## src/design/assert_macros.svh

```systemverilog
`ifndef ASSERT_MACROS_SVH
`define ASSERT_MACROS_SVH

// Clocked check, off while reset is asserted.
`define ASSERT_CLK(name, prop, msg) \
    name: assert property (@(posedge i_clk) disable iff (!i_rst_n) prop) \
        else $error(msg);

// Clocked check, also active during reset.
`define ASSERT_ALWAYS(name, prop, msg) \
    name: assert property (@(posedge i_clk) prop) \
        else $error(msg);

`endif

```

## src/design/kde_pkg.sv

```systemverilog
`timescale 1ns / 1ps
`default_nettype none

package kde_pkg;

    localparam int NUM_KEYS  = 4;
    localparam int KEY_W     = 2;
    localparam int TICK_W    = 16;
    localparam int RAM_AW    = (NUM_KEYS > 1) ? $clog2(NUM_KEYS) : 1;
    localparam int CFG_IDX_W = 2;
    localparam int CFG_DW    = 16;
    localparam int S_TDATA_W = 8;
    localparam int M_TDATA_W = 8;

    localparam logic [TICK_W-1:0] TICK_MAX = '1;

    localparam logic              RST_PRESS_LEVEL    = 1'b0;
    localparam logic [TICK_W-1:0] RST_DEBOUNCE_TICKS = 16'd2;
    localparam logic [TICK_W-1:0] RST_LONG_TICKS     = 16'd50;
    localparam logic [TICK_W-1:0] RST_REPEAT_TICKS   = 16'd20;

    typedef enum logic [4:0] {
        PH_IDLE        = 5'b00001,
        PH_DEB_PRESS   = 5'b00010,
        PH_PRESSED     = 5'b00100,
        PH_LONG        = 5'b01000,
        PH_DEB_RELEASE = 5'b10000
    } t_phase;

    typedef enum logic [2:0] {
        EV_NONE    = 3'd0,
        EV_SHORT   = 3'd1,
        EV_LONG    = 3'd2,
        EV_REPEAT  = 3'd3,
        EV_RELEASE = 3'd4
    } t_event;

    typedef enum logic [CFG_IDX_W-1:0] {
        REG_PRESS_LEVEL    = 2'd0,
        REG_DEBOUNCE_TICKS = 2'd1,
        REG_LONG_TICKS     = 2'd2,
        REG_REPEAT_TICKS   = 2'd3
    } t_cfg_reg;

    typedef struct packed {
        t_phase              phase;
        logic [TICK_W-1:0]   tick_count;
        logic [TICK_W-1:0]   repeat_count;
        logic                long_mark;
    } t_key_state;

    typedef struct packed {
        logic                press_level;
        logic [TICK_W-1:0]   debounce_ticks;
        logic [TICK_W-1:0]   long_ticks;
        logic [TICK_W-1:0]   repeat_ticks;
    } t_cfg;

    localparam int KEY_STATE_W = $bits(t_key_state);

    localparam t_key_state KEY_STATE_RST = '{
        phase:        PH_IDLE,
        tick_count:   '0,
        repeat_count: '0,
        long_mark:    1'b0
    };

endpackage

`default_nettype wire

```

## src/design/kde_ram.sv

```systemverilog
`timescale 1ns / 1ps
`default_nettype none

module kde_ram #(
    parameter int WIDTH = 8,
    parameter int DEPTH = 4,
    parameter int AW    = (DEPTH > 1) ? $clog2(DEPTH) : 1
) (
    input  wire logic             i_clk,
    input  wire logic             i_wr_en,
    input  wire logic [AW-1:0]    i_wr_addr,
    input  wire logic [WIDTH-1:0] i_wr_data,
    input  wire logic             i_rd_en,
    input  wire logic [AW-1:0]    i_rd_addr,
    output logic      [WIDTH-1:0] o_rd_data
);

    logic [WIDTH-1:0] r_mem [DEPTH];

    always_ff @(posedge i_clk) begin
        if (i_wr_en) begin
            r_mem[i_wr_addr] <= i_wr_data;
        end
        if (i_rd_en) begin
            o_rd_data <= r_mem[i_rd_addr];
        end
    end

endmodule

`default_nettype wire

```

## src/design/kde_update.sv

```systemverilog
`timescale 1ns / 1ps
`default_nettype none

module kde_update (
    input  wire kde_pkg::t_key_state i_state,
    input  wire logic                i_pin_level,
    input  wire kde_pkg::t_cfg       i_cfg,
    output kde_pkg::t_key_state      o_state,
    output kde_pkg::t_event          o_event
);

    logic                          act;
    logic [kde_pkg::TICK_W-1:0]    tick_inc;
    logic [kde_pkg::TICK_W-1:0]    rep_inc;

    assign act      = (i_pin_level == i_cfg.press_level);
    assign tick_inc = (i_state.tick_count == kde_pkg::TICK_MAX) ?
                      i_state.tick_count : i_state.tick_count + 1'b1;
    assign rep_inc  = (i_state.repeat_count == kde_pkg::TICK_MAX) ?
                      i_state.repeat_count : i_state.repeat_count + 1'b1;

    always_comb begin
        o_state = i_state;
        o_event = kde_pkg::EV_NONE;
        case (i_state.phase)
            kde_pkg::PH_IDLE: begin
                if (act) begin
                    o_state.phase      = kde_pkg::PH_DEB_PRESS;
                    o_state.tick_count = '0;
                end
            end
            kde_pkg::PH_DEB_PRESS: begin
                o_state.tick_count = tick_inc;
                if (tick_inc >= i_cfg.debounce_ticks) begin
                    o_state.tick_count = '0;
                    if (act) begin
                        o_state.phase     = kde_pkg::PH_PRESSED;
                        o_state.long_mark = 1'b0;
                        o_event           = kde_pkg::EV_SHORT;
                    end else begin
                        o_state.phase = kde_pkg::PH_IDLE;
                    end
                end
            end
            kde_pkg::PH_PRESSED: begin
                o_state.tick_count = tick_inc;
                if (tick_inc >= i_cfg.long_ticks) begin
                    o_state.phase        = kde_pkg::PH_LONG;
                    o_state.tick_count   = '0;
                    o_state.repeat_count = '0;
                    o_state.long_mark    = 1'b1;
                    o_event              = kde_pkg::EV_LONG;
                end else if (!act) begin
                    o_state.phase      = kde_pkg::PH_DEB_RELEASE;
                    o_state.tick_count = '0;
                end
            end
            kde_pkg::PH_LONG: begin
                if (act) begin
                    o_state.repeat_count = rep_inc;
                    if (i_cfg.repeat_ticks != '0 && rep_inc >= i_cfg.repeat_ticks) begin
                        o_state.repeat_count = '0;
                        o_event              = kde_pkg::EV_REPEAT;
                    end
                end else begin
                    o_state.phase      = kde_pkg::PH_DEB_RELEASE;
                    o_state.tick_count = '0;
                end
            end
            kde_pkg::PH_DEB_RELEASE: begin
                o_state.tick_count = tick_inc;
                if (tick_inc >= i_cfg.debounce_ticks) begin
                    o_state.tick_count = '0;
                    if (!act) begin
                        o_state.phase = kde_pkg::PH_IDLE;
                        o_event       = kde_pkg::EV_RELEASE;
                    end else begin
                        o_state.phase = i_state.long_mark ? kde_pkg::PH_LONG
                                                          : kde_pkg::PH_PRESSED;
                    end
                end
            end
            default: begin
                o_state.phase = kde_pkg::PH_IDLE;
            end
        endcase
    end

endmodule

`default_nettype wire

```

## src/design/key_debounce_event_fsm.sv

```systemverilog
`timescale 1ns / 1ps
`default_nettype none
`include "assert_macros.svh"

// Per-key debounce and press event engine.
// Input stream: one scan-tick sample per transfer, key number and raw pin level.
// Output stream: one transfer per sample, key number and event code
// (none, short, long, repeat, release).
// Configuration channel: write active level, debounce, long and repeat tick counts
// by register index; always ready, write only while the stream is idle.
// Pipeline: the sample is registered in the lookup stage, then its result in the output register.
// Throughput: one sample per cycle while the output is not stalled; the per-key state
// RAM is read at input transfer and written as the sample leaves the lookup stage, a
// forwarding register covers back to back samples of the same key.
// Reset: all keys idle with cleared counters through per-key valid bits, no
// clearing pass; registers return to their defaults.
// Receiver stall: the output register holds, one more sample is taken into the
// lookup stage, then s_axis_tready drops until the output is taken.
module key_debounce_event_fsm (
    input  wire logic                              i_clk,
    input  wire logic                              i_rst_n,
    input  wire logic                              s_axis_tvalid,
    output logic                                   s_axis_tready,
    // [1:0] key_index, [2] pin_level, [7:3] zero
    input  wire logic [kde_pkg::S_TDATA_W-1:0]     s_axis_tdata,
    output logic                                   m_axis_tvalid,
    input  wire logic                              m_axis_tready,
    // [1:0] key_number, [4:2] event_code, [7:5] zero
    output logic      [kde_pkg::M_TDATA_W-1:0]     m_axis_tdata,
    input  wire logic                              i_cfg_valid,
    output logic                                   o_cfg_ready,
    input  wire logic [kde_pkg::CFG_IDX_W-1:0]     i_cfg_index,
    input  wire logic [kde_pkg::CFG_DW-1:0]        i_cfg_data
);

    kde_pkg::t_cfg                     r_cfg;

    logic                              r_s1_vld;
    logic [kde_pkg::KEY_W-1:0]         r_s1_key;
    logic                              r_s1_pin;

    logic                              r_out_vld;
    logic [kde_pkg::KEY_W-1:0]         r_out_key;
    kde_pkg::t_event                   r_out_evt;

    logic                              r_fwd_vld;
    logic [kde_pkg::KEY_W-1:0]         r_fwd_key;
    kde_pkg::t_key_state               r_fwd_state;

    logic [kde_pkg::NUM_KEYS-1:0]      r_valid;

    logic                              s_accept;
    logic                              out_free;
    logic                              s1_adv;
    logic                              s1_in_range;
    logic                              wr_en;
    logic [kde_pkg::RAM_AW-1:0]        rd_addr;
    logic [kde_pkg::RAM_AW-1:0]        wr_addr;
    logic [kde_pkg::KEY_STATE_W-1:0]   ram_rd_data;
    kde_pkg::t_key_state               s1_state;
    kde_pkg::t_key_state               upd_state;
    kde_pkg::t_event                   upd_evt;
    kde_pkg::t_event                   n_out_evt;

    assign o_cfg_ready = 1'b1;

    always_ff @(posedge i_clk) begin
        if (!i_rst_n) begin
            r_cfg.press_level    <= kde_pkg::RST_PRESS_LEVEL;
            r_cfg.debounce_ticks <= kde_pkg::RST_DEBOUNCE_TICKS;
            r_cfg.long_ticks     <= kde_pkg::RST_LONG_TICKS;
            r_cfg.repeat_ticks   <= kde_pkg::RST_REPEAT_TICKS;
        end else if (i_cfg_valid && o_cfg_ready) begin
            case (kde_pkg::t_cfg_reg'(i_cfg_index))
                kde_pkg::REG_PRESS_LEVEL:    r_cfg.press_level    <= i_cfg_data[0];
                kde_pkg::REG_DEBOUNCE_TICKS: r_cfg.debounce_ticks <= i_cfg_data;
                kde_pkg::REG_LONG_TICKS:     r_cfg.long_ticks     <= i_cfg_data;
                kde_pkg::REG_REPEAT_TICKS:   r_cfg.repeat_ticks   <= i_cfg_data;
                default: begin
                end
            endcase
        end
    end

    assign out_free      = !r_out_vld || m_axis_tready;
    assign s1_adv        = r_s1_vld && out_free;
    assign s_axis_tready = !r_s1_vld || out_free;
    assign s_accept      = s_axis_tvalid && s_axis_tready;

    assign rd_addr     = kde_pkg::RAM_AW'(s_axis_tdata[kde_pkg::KEY_W-1:0]);
    assign wr_addr     = kde_pkg::RAM_AW'(r_s1_key);
    assign s1_in_range = int'(r_s1_key) < kde_pkg::NUM_KEYS;
    assign wr_en       = s1_adv && s1_in_range;

    kde_ram #(
        .WIDTH (kde_pkg::KEY_STATE_W),
        .DEPTH (kde_pkg::NUM_KEYS)
    ) u_state_ram (
        .i_clk     (i_clk),
        .i_wr_en   (wr_en),
        .i_wr_addr (wr_addr),
        .i_wr_data (upd_state),
        .i_rd_en   (s_accept),
        .i_rd_addr (rd_addr),
        .o_rd_data (ram_rd_data)
    );

    always_comb begin
        if (r_fwd_vld && r_fwd_key == r_s1_key) begin
            s1_state = r_fwd_state;
        end else if (r_valid[wr_addr]) begin
            s1_state = kde_pkg::t_key_state'(ram_rd_data);
        end else begin
            s1_state = kde_pkg::KEY_STATE_RST;
        end
    end

    kde_update u_update (
        .i_state     (s1_state),
        .i_pin_level (r_s1_pin),
        .i_cfg       (r_cfg),
        .o_state     (upd_state),
        .o_event     (upd_evt)
    );

    assign n_out_evt = s1_in_range ? upd_evt : kde_pkg::EV_NONE;

    always_ff @(posedge i_clk) begin
        if (!i_rst_n) begin
            r_s1_vld  <= 1'b0;
            r_out_vld <= 1'b0;
            r_fwd_vld <= 1'b0;
            r_valid   <= '0;
        end else begin
            if (s_accept) begin
                r_s1_vld <= 1'b1;
            end else if (s1_adv) begin
                r_s1_vld <= 1'b0;
            end
            if (s1_adv) begin
                r_out_vld <= 1'b1;
            end else if (m_axis_tready) begin
                r_out_vld <= 1'b0;
            end
            if (wr_en) begin
                r_fwd_vld        <= 1'b1;
                r_valid[wr_addr] <= 1'b1;
            end
        end
    end

    always_ff @(posedge i_clk) begin
        if (s_accept) begin
            r_s1_key <= s_axis_tdata[kde_pkg::KEY_W-1:0];
            r_s1_pin <= s_axis_tdata[kde_pkg::KEY_W];
        end
        if (s1_adv) begin
            r_out_key <= r_s1_key;
            r_out_evt <= n_out_evt;
        end
        if (wr_en) begin
            r_fwd_key   <= r_s1_key;
            r_fwd_state <= upd_state;
        end
    end

    assign m_axis_tvalid = r_out_vld;
    assign m_axis_tdata  = {(kde_pkg::M_TDATA_W - kde_pkg::KEY_W - 3)'(0),
                            r_out_evt, r_out_key};

    `ASSERT_ALWAYS(a_stall_cause, !s_axis_tready |-> (r_s1_vld && r_out_vld),
                   "input stalled without a full pipeline")
    `ASSERT_CLK(a_short_source,
                (s1_adv && upd_evt == kde_pkg::EV_SHORT) |->
                    (s1_state.phase == kde_pkg::PH_DEB_PRESS),
                "short event outside press debounce")
    `ASSERT_CLK(a_write_marks_valid,
                wr_en |=> (r_valid[$past(wr_addr)] && r_fwd_vld),
                "state write not marked valid")

endmodule

`default_nettype wire
```

## config.mk

```make
export PLATFORM = sky130hd
export DESIGN_NAME = key_debounce_event_fsm
export DESIGN_NICKNAME = d
export VERILOG_FILES = /design/src/design/kde_pkg.sv /design/src/design/kde_ram.sv /design/src/design/kde_update.sv /design/src/design/key_debounce_event_fsm.sv
export VERILOG_INCLUDE_DIRS = /design/src /design/src/design
export SDC_FILE = /design/constraint.sdc
export NUM_CORES = 1
export LEC_CHECK = 0
export ABC_CLOCK_PERIOD_IN_PS = 7300
export BUFFER_PORTS_ARGS = -buffer_cell sky130_fd_sc_hd__buf_4
export CORE_UTILIZATION = 50
export DETAILED_ROUTE_END_ITERATION = 8
export PLACE_DENSITY = 0.69
export SLEW_MARGIN = 20
export SYNTH_ARGS = -nofsm -noshare
export SYNTH_HDL_FRONTEND = slang
export SYNTH_SLANG_ARGS = --single-unit
export TNS_END_PERCENT = 20
```

## constraint.sdc

```tcl
create_clock -name i_clk -period 7.3 [get_ports i_clk]
set_input_delay 1.46 -clock i_clk [delete_from_list [all_inputs] [get_ports i_clk]]
set_output_delay 1.46 -clock i_clk [all_outputs]
set_load 0.01 [all_outputs]
```

; ---- Word-level counts from Yosys, hierarchy flattened
; Memories as Yosys holds them, arrays and structs flattened. A register that Yosys moved wholly into a read port is not among the register bits.
; Index checks and enable logic that the tools add are counted.
[word_totals]
n_memories = 1
ram_bits = 152
out_inout_bits = 11
ff_bits = 102
wordCells = 94
[mem_list]
columns = name, depth, word_bits, rd, rd_ports_with_merged_regs, write_ports, line
row1 = u_state_ram.r_mem, 4, 38, 1, 1, 1, kde_ram.sv:18  ; logic [WIDTH-1:0] r_mem [DEPTH];
[op_classes]
order_cmp = 5
n_reduce_logical = 17
eq_ne = 12
bitwise_logic = 1
n_addsub = 2
mux = 40
[ops]
columns = operator, n
row1 = $mux 21, 6
row2 = $pmux 16 s5, 1
row3 = $mux 38, 2
row4 = $mux 16, 4
row5 = $ge 16x16->1, 3
row6 = $add 16x1->16 const B, 2
row7 = $eq 16x16->1 const B, 2
row8 = $pmux 16 s2, 1
row9 = $pmux 5 s5, 1
row10 = $mux 17, 1
row11 = $reduce_bool 16->1, 1
row12 = $mux 3, 4
row13 = $pmux 3 s4, 1
row14 = $mux 1, 11
row15 = $reduce_and 2->1, 4
row16 = $mux 2, 3
row17 = $eq 5x1->1 const B, 1
row18 = $eq 5x2->1 const B, 1
row19 = $eq 5x3->1 const B, 1
row20 = $eq 5x4->1 const B, 1
row21 = $eq 5x5->1 const B, 1
row22 = $logic_and 1x1->1, 5
row23 = $mux 5, 1
row24 = $eq 2x2->1 const B, 2
row25 = 14 further kinds, 17

; ---- Depth between registers and ports, before layout
; Gate-level depths: netlist of the first run.
[depth]
depth_word = 11
ltp_mapped = 26

; ---- Modules after synthesis
; A second synthesis of the first run with hierarchy kept.
[unflattened]
cells_unflattened = 1073
area_unflattened_um2 = 13704.4
[modules_own_cells]
columns = mod, area_per_inst_um2, n_inst, seq_area_each_um2, cells_each
row1 = kde_ram, 6670.1, 1, 5705.5, 240
row2 = key_debounce_event_fsm, 4272.8, 1, 2502.4, 420
row3 = kde_update, 2761.4, 1, 0.0, 413

; ---- Least setup slack after synthesis of the first run
; No wires, ideal clock.
[synth_path]
path_kind = input port to flip-flop
start = in m_axis_tready
end = mem u_state_ram.r_mem[0][0] in the netlist's numbering (enable)
required_time_ps = 6809
arrival_time_ps = 6550
path_slack_ps = 259
stages = 3
path_cell_list = nor2b_1 nor2b_1 nor3b_1
[synth_via]
elab_chain_cells = 4
[synth_lines]
columns = element, line
row1 = start: declaration, key_debounce_event_fsm.sv:27  ; input wire logic m_axis_tready,
row2 = $logic_or 1x1->1, key_debounce_event_fsm.sv:85  ; assign out_free = !r_out_vld || m_axis_tready;
row3 = $logic_and 1x1->1, key_debounce_event_fsm.sv:86  ; assign s1_adv = r_s1_vld && out_free;
row4 = via s1_adv, key_debounce_event_fsm.sv:54  ; logic s1_adv;
row5 = $mux 1, kde_ram.sv:21  ; if (i_wr_en) begin
row6 = $mux 1 (implied by the code), kde_ram.sv:22  ; r_mem[i_wr_addr] <= i_wr_data;
row7 = end: declaration, kde_ram.sv:18
; The timed path passes the listed nets, and every way through them passes these cells.

; ---- Worst setup path in the final report of the first run
[layout_path]
start = reg r_s1_key[1] in the netlist's numbering
end = mem u_state_ram.r_mem[3][17] in the netlist's numbering (data pin)
[layout_via]
elab_chain_cells = 9
word_cells_on_any_way = 23
[layout_lines]
columns = element, line
row1 = start: declaration, key_debounce_event_fsm.sv:39  ; logic [kde_pkg::KEY_W-1:0] r_s1_key;
row2 = start signal: assignment, key_debounce_event_fsm.sv:154  ; r_s1_key <= s_axis_tdata[kde_pkg::KEY_W-1:0];
row3 = $bmux 1 s2, key_debounce_event_fsm.sv:111  ; end else if (r_valid[wr_addr]) begin
row4 = $mux 1 (implied by the code), key_debounce_event_fsm.sv:111
row5 = $mux 38, key_debounce_event_fsm.sv:111
row6 = $mux 38 (*), key_debounce_event_fsm.sv:109  ; if (r_fwd_vld && r_fwd_key == r_s1_key) begin
row7 = $add 16x1->16 or $eq 16x16->1 (tied branches), "kde_update.sv:18, kde_update.sv:17"
row8 = $mux 16, kde_update.sv:17  ; assign tick_inc = (i_state.tick_count == kde_pkg::TICK_MAX) ?
row9 = "$ge 16x16->1, or another cell as far along", "kde_update.sv:34, kde_update.sv:72"
row10 = "$mux 21, on equally long branches", "kde_update.sv:72, kde_update.sv:34, kde_update.sv:47"
row11 = $pmux 16 s5 (*), kde_update.sv:25  ; case (i_state.phase)
row12 = via u_state_ram.i_wr_data[17], kde_ram.sv:12  ; input wire logic [WIDTH-1:0] i_wr_data,
; The timed path passes the listed nets; every way through them passes the cells marked *. The select of a mux whose other input is x is not followed.

==> results.ini, run 1 <==
[status]
status=complete, no violations

[place]
hpwl_mm=20.6
dpl_worst_slack_ns=0.715
portBuffers=32
dp_cells=1476
gp_congestion=0.878

[sta]
finalHoldViolCount=0
finalClockSkew_ns=0.0181
drv_slew=0
holdWs_ns=0.464
rsz0062_at_grt=no
setup_tns_ns=0
slew_headroom_pct=45.3
setup_ws_ns=0.523
setup_viol=0
fin_crit_ns=6.78
layout_worst_path_cycle_share_pct=92.8
worstMarginPinSlew_ns=0.817
clock.fmax_mhz=148

[critical_path]
worstReg2RegStart=r_s1_key[1]
cp_cell_sequence=xor2_2 > nor3_4 > a22oi_1 > inv_1 > ha_1 > o21ai_1 > or3_4 > nor3_2 > buf_4 > nor3_1 > xnor2_1 > ha_1 > o21ai_0 > nand2b_1 > and3_1 > a2111oi_1 > buf_4 > and2_1 > or2_1 > buf_4 > a21oi_1 > o21ai_0
cpPeakStageDelay_ns=0.73
worstSetupEndpointType=register
slowest_stage=nor3_4
rr_worst_depth=22
reg2reg_slack_ns=0.52
r2r_end=u_state_ram.r_mem[3][17]
crit_fanout=15
arrival_ns=7.03
cp.required_ns=7.55
crit_top_cell=buf_4
worstSetupStartpointType=register
timing_worst_setup_path_type=reg -> reg

[clock_tree]
root_buffer=clkbuf_16
cts_buffers=29
clock_path_buffers=3
cts_tree=yes
htree_levels=1
ctsHoldBuffers=0
clkLatencyLatePin_ns=0.55
clkTransAtPathRegs_ns=0.06
cts_resized=0
cts_setup_buffers=0
cts_sinks=292

[logic_synthesis]
yosys_warnings=0
async_flop_share_pct=0
syn_area_per_cell_um2=12.7
syn_area_um2=13900
synth_edf_count=236
synth_top_cell_area_share_pct=50.8
ys_seq_area_share_pct=58.9
synth-seq-cells=292
syn_inst=1098
yosys_most_used_dff=edfxtp_1
ys_top_cells_by_area=edfxtp_1, dfxtp_1, mux4_2, ha_1, nand2_1
synth.distinct_cells=81
synth_top_area_cell=edfxtp_1

[layout]
antennaDiodeCount=0
syn2layout_area_growth_pct=11.1
layout-drive-gt1-share_pct=14.9
fillers=2232
stdcell_count=1529
fin_nets=1216

[routing]
vias_per_cell=5.87
route.detailed.wl_per_inst_um=20.1
vias=8982
drc=0
wirelength_mm=30.7
drtIter0Drc=929
firstDrtPassIters=5
ant_nets=0

[grt]
grtUsageTotal_pct=21.8
grt_pass1_vias=8440
globalRouteMet3Util_pct=2.53
grt_use_met1_pct=33.2
antenna_found_initial=0
grt_start_max_net_pins=57
overflow=0
use_met2_pct=33.6
grt.busiest_layer=met2
grt_pass1_wl_mm=48.0

[min_path]
worstHoldPathCells=2
holdCritStartpoint=r_cfg[30]
hold_path_end=r_cfg[30]
hold_path.class=reg -> reg

[die]
rows=60
io_pins=42
start_util_pct=51.3
die_y_um=169
core-area_um2=27200
die_area_um2=28600
die_w_um=169

[power]
powerDensity_nw_per_um2=232
irDropWorstVdd_uv=161
leakage_nw=5.47
p_total_mw=3.60

[flow_run]
drv_cap=0

## cell type report
cell class	instances	area [µm²]	share of cell area, %
Clock buffer	34	744	4.81
Clock inverter	19	154	0.994
Inverter	56	210	1.36
Multi-Input combinational cell	700	5290	34.1
Sequential cell	292	8210	53.0
Tap cell	372	465	3.01
Timing Repair Buffer	56	420	2.71
## metal layers
layer | wire length, µm | vias to the layer above
met1 | 14800 | 4445
met3 | 1730 | 41
met5 | 0 | -
li1 | - | 4215
met2 | 13700 | 281
met4 | 501 | 0
## kinds of logic after synthesis
kind of cell | share of synthesized area, %
AO/OA/AOI/OAI | 12.5
multiplexers | 7.19
buffers and inverters | 3.45
AND/OR/NAND/NOR | 11.1
other | 0.0539
adder cells (fa/ha/maj) | 4.49
flip-flops | 58.9
XOR/XNOR | 2.31
## critical path: cells and delay by family, from the launching register on
family | cells | cell delay [ns]
flip-flops | 1 | 0.60
buffers and inverters | 4 | 0.76
AND/OR/NAND/NOR | 8 | 2.20
XOR/XNOR | 2 | 0.67
AO/OA/AOI/OAI | 6 | 1.71
adder cells (fa/ha/maj) | 2 | 0.52
## worst max path at each step
stage | slack, ns | start | cells after the start | to
3_3_place_gp | 0.87 | r_s1_key[1] | 22 | u_state_ram.r_mem[2][17]
2_1_floorplan | 0.26 | m_axis_tready | 3 | u_state_ram.r_mem[0][0]
5_1_grt | 0.13 | r_s1_key[1] | 22 | u_state_ram.r_mem[2][17]
6_report | 0.52 | r_s1_key[1] | 22 | u_state_ram.r_mem[3][17]
3_5_place_dp | 0.72 | r_s1_key[1] | 22 | u_state_ram.r_mem[3][17]
4_1_cts | 0.68 | r_s1_key[1] | 22 | u_state_ram.r_mem[3][17]
## report_power, final
| group | switching, mW | internal, mW | total, mW |
|---|---|---|---|
| combinational | 0.181 | 0.113 | 0.294 |
| clock | 0.616 | 0.799 | 1.42 |
| sequential | 0.0298 | 1.86 | 1.89 |
## cells in the mapped netlist (12+ instances only)
master      n
a21o_1     17
nor2_1     43
o21ai_0    24
a22oi_1    19
dfxtp_1    56
ha_1       50
nand2_1   144
o21a_1     17
nand3_1    26
clkbuf_1   25
xor2_1     12
inv_1      56
mux4_2     39
xnor2_1    21
nor3_1     13
edfxtp_1  236
a21oi_1    40
a21boi_0   45
## flip-flops by register name (all words and copies together) (netlist names), 2 cells and up
name	cells
u_state_ram.r_mem	152
r_cfg	49
r_fwd_state	38
u_state_ram.o_rd_data	38
r_valid	4
r_out_evt	3
r_fwd_key	2
r_s1_key	2
## placed cells by master, fill, tap and decap left out, drive strengths merged, types with 6 or more instances in the layout
cell,instances
a22oi,19
buf,56
or2,8
ha,50
clkbuf,34
and3,10
nand2b,7
o21ai,30
mux4,39
nor4,14
clkinv,12
nand4,10
a21o,17
dfxtp,56
nor2b,9
a22o,6
xnor2,21
and2,7
o21a,17
o211ai,9
or3,7
nand3,26
a21oi,43
o22ai,9
mux2i,9
a21boi,45
inv,57
nand2,144
o311a,7
edfxtp,236
xor2,14
nor2,43
nor3,17
## stage by stage
stage	instance area, µm²	utilization [%]
after floorplan	14000	-
after global placement	14600	53.7
after detailed placement	14600	53.7
after CTS	15500	57.0
after global routing	15500	57.0
final	15500	57.0
Note: power is estimated with default switching activity, not from simulation.
==> run 2, diff against run 1 <==
- ABC_AREA: unset -> 1
- CORE_MARGIN: unset -> 1.5
==> results.ini, run 2 <==
[clock_tree]
cts_resized=0  ; unchanged
htree_levels=1  ; unchanged
clkTransAtPathRegs_ns=0.07  ; was 0.06 ns
cts_tree=yes  ; unchanged
cts_buffers=30  ; was 29
ctsHoldBuffers=0  ; unchanged
clkLatencyLatePin_ns=0.55  ; about the same
cts_sinks=292  ; unchanged
root_buffer=clkbuf_16  ; unchanged
clock_path_buffers=3  ; unchanged
cts_setup_buffers=0  ; unchanged

[sta]
fin_crit_ns=6.20  ; was 6.78 ns
finalClockSkew_ns=0.0114  ; was 0.0181 ns
finalHoldViolCount=0  ; unchanged
holdWs_ns=0.457  ; was 0.464 ns
drv_slew=0  ; unchanged
setup_viol=0  ; unchanged
setup_tns_ns=0  ; unchanged
worstMarginPinSlew_ns=0.841  ; was 0.817 ns
rsz0062_at_grt=no  ; unchanged
slew_headroom_pct=43.9  ; was 45.3%
layout_worst_path_cycle_share_pct=85.0  ; was 92.8%
clock.fmax_mhz=161  ; was 148 MHz

[routing]
drc=0  ; unchanged
ant_nets=0  ; unchanged
vias=10200  ; was 8982
drtIter0Drc=969  ; was 929
vias_per_cell=5.46  ; was 5.87
wirelength_mm=32.9  ; was 30.7 mm
route.detailed.wl_per_inst_um=17.6  ; was 20.1 µm
firstDrtPassIters=5  ; unchanged

[layout]
final_cell_mix=nand2_1, edfxtp_1, nor2_1, o21ai_0, inv_1  ; was edfxtp_1, nand2_1, inv_1, buf_4, dfxtp_1
regArea_um2=8210  ; unchanged
fin_nets=1552  ; was 1216
largest_register=u_state_ram.r_mem  ; unchanged
antennaDiodeCount=0  ; unchanged
layout-drive-gt1-share_pct=10.3  ; was 14.9%
largest_reg_flops=152  ; unchanged
utilization_pct=55.6  ; was 57.0%
reg.largest.list=u_state_ram.r_mem (152), r_cfg (49)  ; unchanged
syn2layout_area_growth_pct=9.54  ; was 11.1%
multi_input_area_um2=5080  ; was 5290 µm²
fillers=2388  ; was 2232
layout_commonest_cell=nand2_1  ; was edfxtp_1

[logic_synthesis]
syn_area_per_cell_um2=9.70  ; was 12.7 µm²
synth_edf_count=236  ; unchanged
yosysMostFrequentCell=nand2_1  ; was edfxtp_1
synth_top_cell_area_share_pct=50.2  ; was 50.8%
synth_top_area_cell=edfxtp_1  ; unchanged
syn_inst=1455  ; was 1098
syn_area_um2=14100  ; was 13900 µm²
synth-seq-cells=292  ; unchanged
yosys_warnings=0  ; unchanged
ys_seq_area_share_pct=58.2  ; was 58.9%
async_flop_share_pct=0  ; unchanged
yosys_most_used_dff=edfxtp_1  ; unchanged
synth.distinct_cells=47  ; was 81
ys_top_cells_by_area=edfxtp_1, nand2_1, dfxtp_1, o21ai_0, ha_1  ; was edfxtp_1, dfxtp_1, mux4_2, ha_1, nand2_1
ys_top_cells_by_count=nand2_1, edfxtp_1, nor2_1  ; was edfxtp_1, nand2_1, dfxtp_1, inv_1, ha_1

[critical_path]
crit_fanout=30  ; was 15
arrival_ns=6.49  ; was 7.03 ns
rr_worst_depth=20  ; was 22
worstSetupStartpointType=register  ; unchanged
worstSetupEndpointType=register  ; unchanged
cp.required_ns=7.59  ; was 7.55 ns
timing_worst_setup_path_type=reg -> reg  ; unchanged

[die]
rows=61  ; was 60
start_util_pct=50.8  ; was 51.3%
die_y_um=171  ; was 169 µm
die_area_um2=29200  ; was 28600 µm²
die_w_um=171  ; was 169 µm
core-area_um2=27800  ; was 27200 µm²
io_pins=42  ; unchanged

[place]
portBuffers=32  ; unchanged
hpwl_mm=20.9  ; was 20.6 mm
gp_congestion=0.927  ; was 0.878

[flow_run]
drv_cap=0  ; unchanged

[grt]
grt_use_met1_pct=32.8  ; was 33.2%
grtUsageTotal_pct=22.6  ; was 21.8%
globalRouteMet3Util_pct=3.08  ; was 2.53%
grt_pass1_vias=9474  ; was 8440
grt.busiest_layer=met2  ; unchanged
overflow=0  ; unchanged
grt_pass1_wl_mm=51.2  ; was 48.0 mm
use_met2_pct=36.1  ; was 33.6%
grt_start_max_net_pins=79  ; was 57
antenna_found_initial=0  ; unchanged

[min_path]
worstHoldPathCells=2  ; unchanged
hold_path.class=reg -> reg  ; unchanged

[status]
status=complete, no violations  ; unchanged

[power]
irDropWorstVdd_uv=174  ; was 161 µV
powerDensity_nw_per_um2=234  ; was 232 nW/µm²
leakage_nw=6.04  ; was 5.47 nW

-- run 2: final timing paths --
check,startpoint,endpoint,slack (ns)
max reg2reg,r_s1_key[1],r_fwd_state[5],1.10
min reg2reg,r_fwd_vld,r_fwd_vld,0.46
max,r_s1_key[1],r_fwd_state[5],1.10
min,r_fwd_vld,r_fwd_vld,0.46
-- run 2: layout make-up --
type,count,share of cell area (%)
Clock buffer,39,5.21
Multi-Input combinational cell,970,32.9
Sequential cell,292,53.1
Inverter,133,3.25
Tap cell,378,3.06
Timing Repair Buffer,44,2.14
Clock inverter,12,0.397
-- run 2: metrics by stage --
step                cells  worst slack [ns]  cell area, µm²  power (mW)
finish               1868              1.10           15500        3.62
global route         1868             0.628           15500        3.75
CTS                  1868              1.24           15500        3.64
detailed placement   1817              1.27           14600        2.28
global placement     1817              1.43           14600        2.26
floorplan            1457              2.49           14100        2.16
-- run 2: routing by layer --
layer / routed length, µm / up-vias / share of wire, %
met1: 15300 / 4830 / 46
met2: 14900 / 334 / 45
li1: - / 5001 / -
met3: 2240 / 34 / 6.8
met5: 0 / - / 0
met4: 493 / 0 / 1.5
-- run 2: worst max-delay path, stage by stage, from the launching register on --
cell and delay (ns):
edfxtp_1 0.49, xnor2_1 0.28, nand3_2 0.51, inv_2 0.70
nand2_1 0.13, o21ai_2 0.19, ha_1 0.30, nand3_2 0.16
nor3_4 0.24, nand2_2 0.21, o21ai_0 0.31, ha_1 0.35
nand2_1 0.07, o21bai_1 0.10, a21boi_0 0.08, o21ai_0 0.18
nand3_1 0.22, nor3_1 0.36, or2_1 0.62, nand2_1 0.09
o21ai_1 0.30
-- run 2: kinds of logic after synthesis --
group | after synthesis | synth area share (%)
adder cells (fa/ha/maj) | 50 | 4.43
XOR/XNOR | 13 | 0.807
AND/OR/NAND/NOR | 594 | 18.4
other | 2 | 0.0532
AO/OA/AOI/OAI | 309 | 12.1
flip-flops | 292 | 58.2
buffers and inverters | 195 | 6.03
-- run 2: report_power, final --
part | switching (mW) | internal, mW | leakage [nW] | total (mW)
clock network | 0.612 | 0.769 | 0.419 | 1.38
logic | 0.254 | 0.102 | 2.94 | 0.356
registers | 0.0207 | 1.87 | 2.69 | 1.89
total | 0.886 | 2.74 | 6.04 | 3.62
==> run 3, diff against run 2 <==
- ABC_AREA: 1 -> 0
- ABC_CLOCK_PERIOD_IN_PS: 7300 -> 5500
- clock period: 7.3 -> 5.5 ns (I/O delays scaled with it)
==> results.ini, run 3 (same netlist as run 1, synthesis figures left out) <==
[clock_tree]
cts_sinks=292  ; unchanged
htree_levels=1  ; unchanged
root_buffer=clkbuf_16  ; unchanged
cts_buffers=31  ; was 30
clock_path_buffers=3  ; unchanged
clkLatencyLatePin_ns=0.56  ; was 0.55 ns
clkTransAtPathRegs_ns=0.07  ; about the same
cts_tree=yes  ; unchanged
ctsHoldBuffers=0  ; unchanged

[die]
core-area_um2=27200  ; was 27800 µm²
die_area_um2=28900  ; was 29200 µm²
io_pins=42  ; unchanged
rows=60  ; was 61
start_util_pct=51.3  ; was 50.8%
die_w_um=170  ; was 171 µm
die_y_um=170  ; was 171 µm

[layout]
fillers=2137  ; was 2388
fin_nets=1273  ; was 1552
layout_commonest_cell=edfxtp_1  ; was nand2_1
largest_reg_flops=152  ; unchanged
antennaDiodeCount=0  ; unchanged
syn2layout_area_growth_pct=17.1  ; was 9.54%
reg.largest.list=u_state_ram.r_mem (152), r_cfg (49)  ; unchanged
final_area_um2=16300  ; was 15500 µm²
largest_register=u_state_ram.r_mem  ; unchanged
final_cell_mix=edfxtp_1, nand2_1, buf_4, inv_1, dfxtp_1  ; was nand2_1, edfxtp_1, nor2_1, o21ai_0, inv_1
layout-drive-gt1-share_pct=21.7  ; was 10.3%

[grt]
grt_pass1_wl_mm=51.0  ; was 51.2 mm
antenna_found_initial=0  ; unchanged
grt_start_max_net_pins=57  ; was 79
grtUsageTotal_pct=23.1  ; was 22.6%
overflow=0  ; unchanged
grt_pass1_vias=9067  ; was 9474

[power]
combPwrFrac_pct=9.1  ; was 9.8%
swShare_pct=23.1  ; was 24.5%
irDropWorstVdd_uv=243  ; was 174 µV
p_int_mw=3.92  ; was 2.74 mW
powerDensity_nw_per_um2=312  ; was 234 nW/µm²
pwr-share-clk_pct=41.8  ; was 38.1%
leakage_nw=5.87  ; was 6.04 nW
sequentialPowerShare_pct=49.1  ; was 52.1%
p_sw_mw=1.18  ; was 886 µW

[routing]
drtIter0Drc=905  ; was 969
vias=9301  ; was 10200
wirelength_mm=33.0  ; was 32.9 mm
firstDrtPassIters=5  ; unchanged
drc=0  ; unchanged
ant_nets=0  ; unchanged
route.detailed.wl_per_inst_um=20.7  ; was 17.6 µm
vias_per_cell=5.85  ; was 5.46

[sta]
holdWs_ns=0.465  ; was 0.457 ns
fin_crit_ns=5.35  ; was 6.20 ns
setup_viol=0  ; unchanged
finalHoldViolCount=0  ; unchanged
finalClockSkew_ns=0.0153  ; was 0.0114 ns
rsz0062_at_grt=yes  ; was no
worstMarginPinSlew_ns=0.927  ; was 0.841 ns
clock.fmax_mhz=187  ; was 161 MHz
layout_worst_path_cycle_share_pct=97.3  ; was 85.0%
drv_slew=0  ; unchanged
slew_headroom_pct=37.8  ; was 43.9%

[critical_path]
timing_worst_setup_path_type=reg -> reg  ; unchanged
worstSetupStartpointType=register  ; unchanged
worstSetupEndpointType=register  ; unchanged
crit_fanout=13  ; was 30
cp.required_ns=5.84  ; was 7.59 ns
arrival_ns=5.69  ; was 6.49 ns

[place]
portBuffers=32  ; unchanged
hpwl_mm=22.0  ; was 20.9 mm
place_area_um2=15000  ; was 14600 µm²
gp_congestion=0.911  ; was 0.927

[status]
status=complete, no violations  ; unchanged

[flow_run]
drv_cap=0  ; unchanged

[min_path]
hold_path.class=reg -> reg  ; unchanged

run 3: critical path: stages, from the launching register on:
cell       delay (ns)
edfxtp_1         0.38
mux4_2           0.58
o31a_1           0.18
a22oi_1          0.20
inv_1            0.08
ha_1             0.20
o21ai_1          0.12
or3_4            0.18
nor3_2           0.05
buf_4            0.16
or4_4            0.49
xor2_1           0.18
buf_4            0.17
ha_1             0.28
a21boi_0         0.13
o41a_1           0.44
a2111oi_4        0.35
buf_4            0.18
nor2_1           0.06
o21ai_1          0.16
buf_12           0.18
a21oi_1          0.05
o22ai_2          0.32
run 3: area by class of cell:
| cell class | instances | area [µm²] | share of cell area, % |
|---|---|---|---|
| sequential | 292 | 8210 | 50.3 |
| multi-input combinational | 700 | 5520 | 33.8 |
| timing repair buffer | 111 | 878 | 5.38 |
| clock buffer | 35 | 791 | 4.84 |
| tap | 372 | 465 | 2.85 |
| clock inverter | 23 | 259 | 1.59 |
| inverter | 56 | 210 | 1.29 |
run 3: per-stage QoR:
| step | util (%) | setup slack, ns | TNS, ns | power, mW | cells |
|---|---|---|---|---|---|
| after detailed placement | 55.2 | -0.0802 | -0.931 | 2.98 | 1524 |
| after floorplan | - | -0.00856 | -0.0428 | 2.81 | 1100 |
| after CTS | 59.2 | 0.00118 | 0 | 5.10 | 1582 |
| after global placement | 55.2 | 0.0215 | 0 | 2.96 | 1524 |
| final | 60.1 | 0.151 | 0 | 5.10 | 1589 |
| after global routing | 60.1 | -0.0768 | -2.63 | 5.27 | 1589 |
run 3: final timing paths:
path	startpoint	endpoint	slack [ns]	cells after the start
max	r_s1_key[0]	r_fwd_state[6]	0.15	22
min	r_cfg[44]	r_cfg[44]	0.46	2
max reg2reg	r_s1_key[0]	r_fwd_state[6]	0.15	22
min reg2reg	r_cfg[44]	r_cfg[44]	0.46	2
run 3: what timing repair did:
action	4_1_cts	5_1_grt
cloned	0	0
setup buffers	0	7
pin swaps	0	8
setup endpoints to repair	45	167
resized for setup	9	38
run 3: routing by layer:
metal,wire [µm],vias to the layer above,GRT usage [%]
met2,15000,329,36.4
li1,-,4335,-
met4,630,0,6.16
met3,2060,46,2.44
met1,15300,4591,34.3
met5,0,-,0
run 3: power groups by stage:
stage	Combinational, mW	Sequential (mW)	Clock [mW]
final	0.462	2.50	2.13
after global routing	0.503	2.51	2.25
after CTS	0.433	2.50	2.16
after detailed placement	0.428	2.55	0
after global placement	0.417	2.54	0
after floorplan	0.277	2.54	0
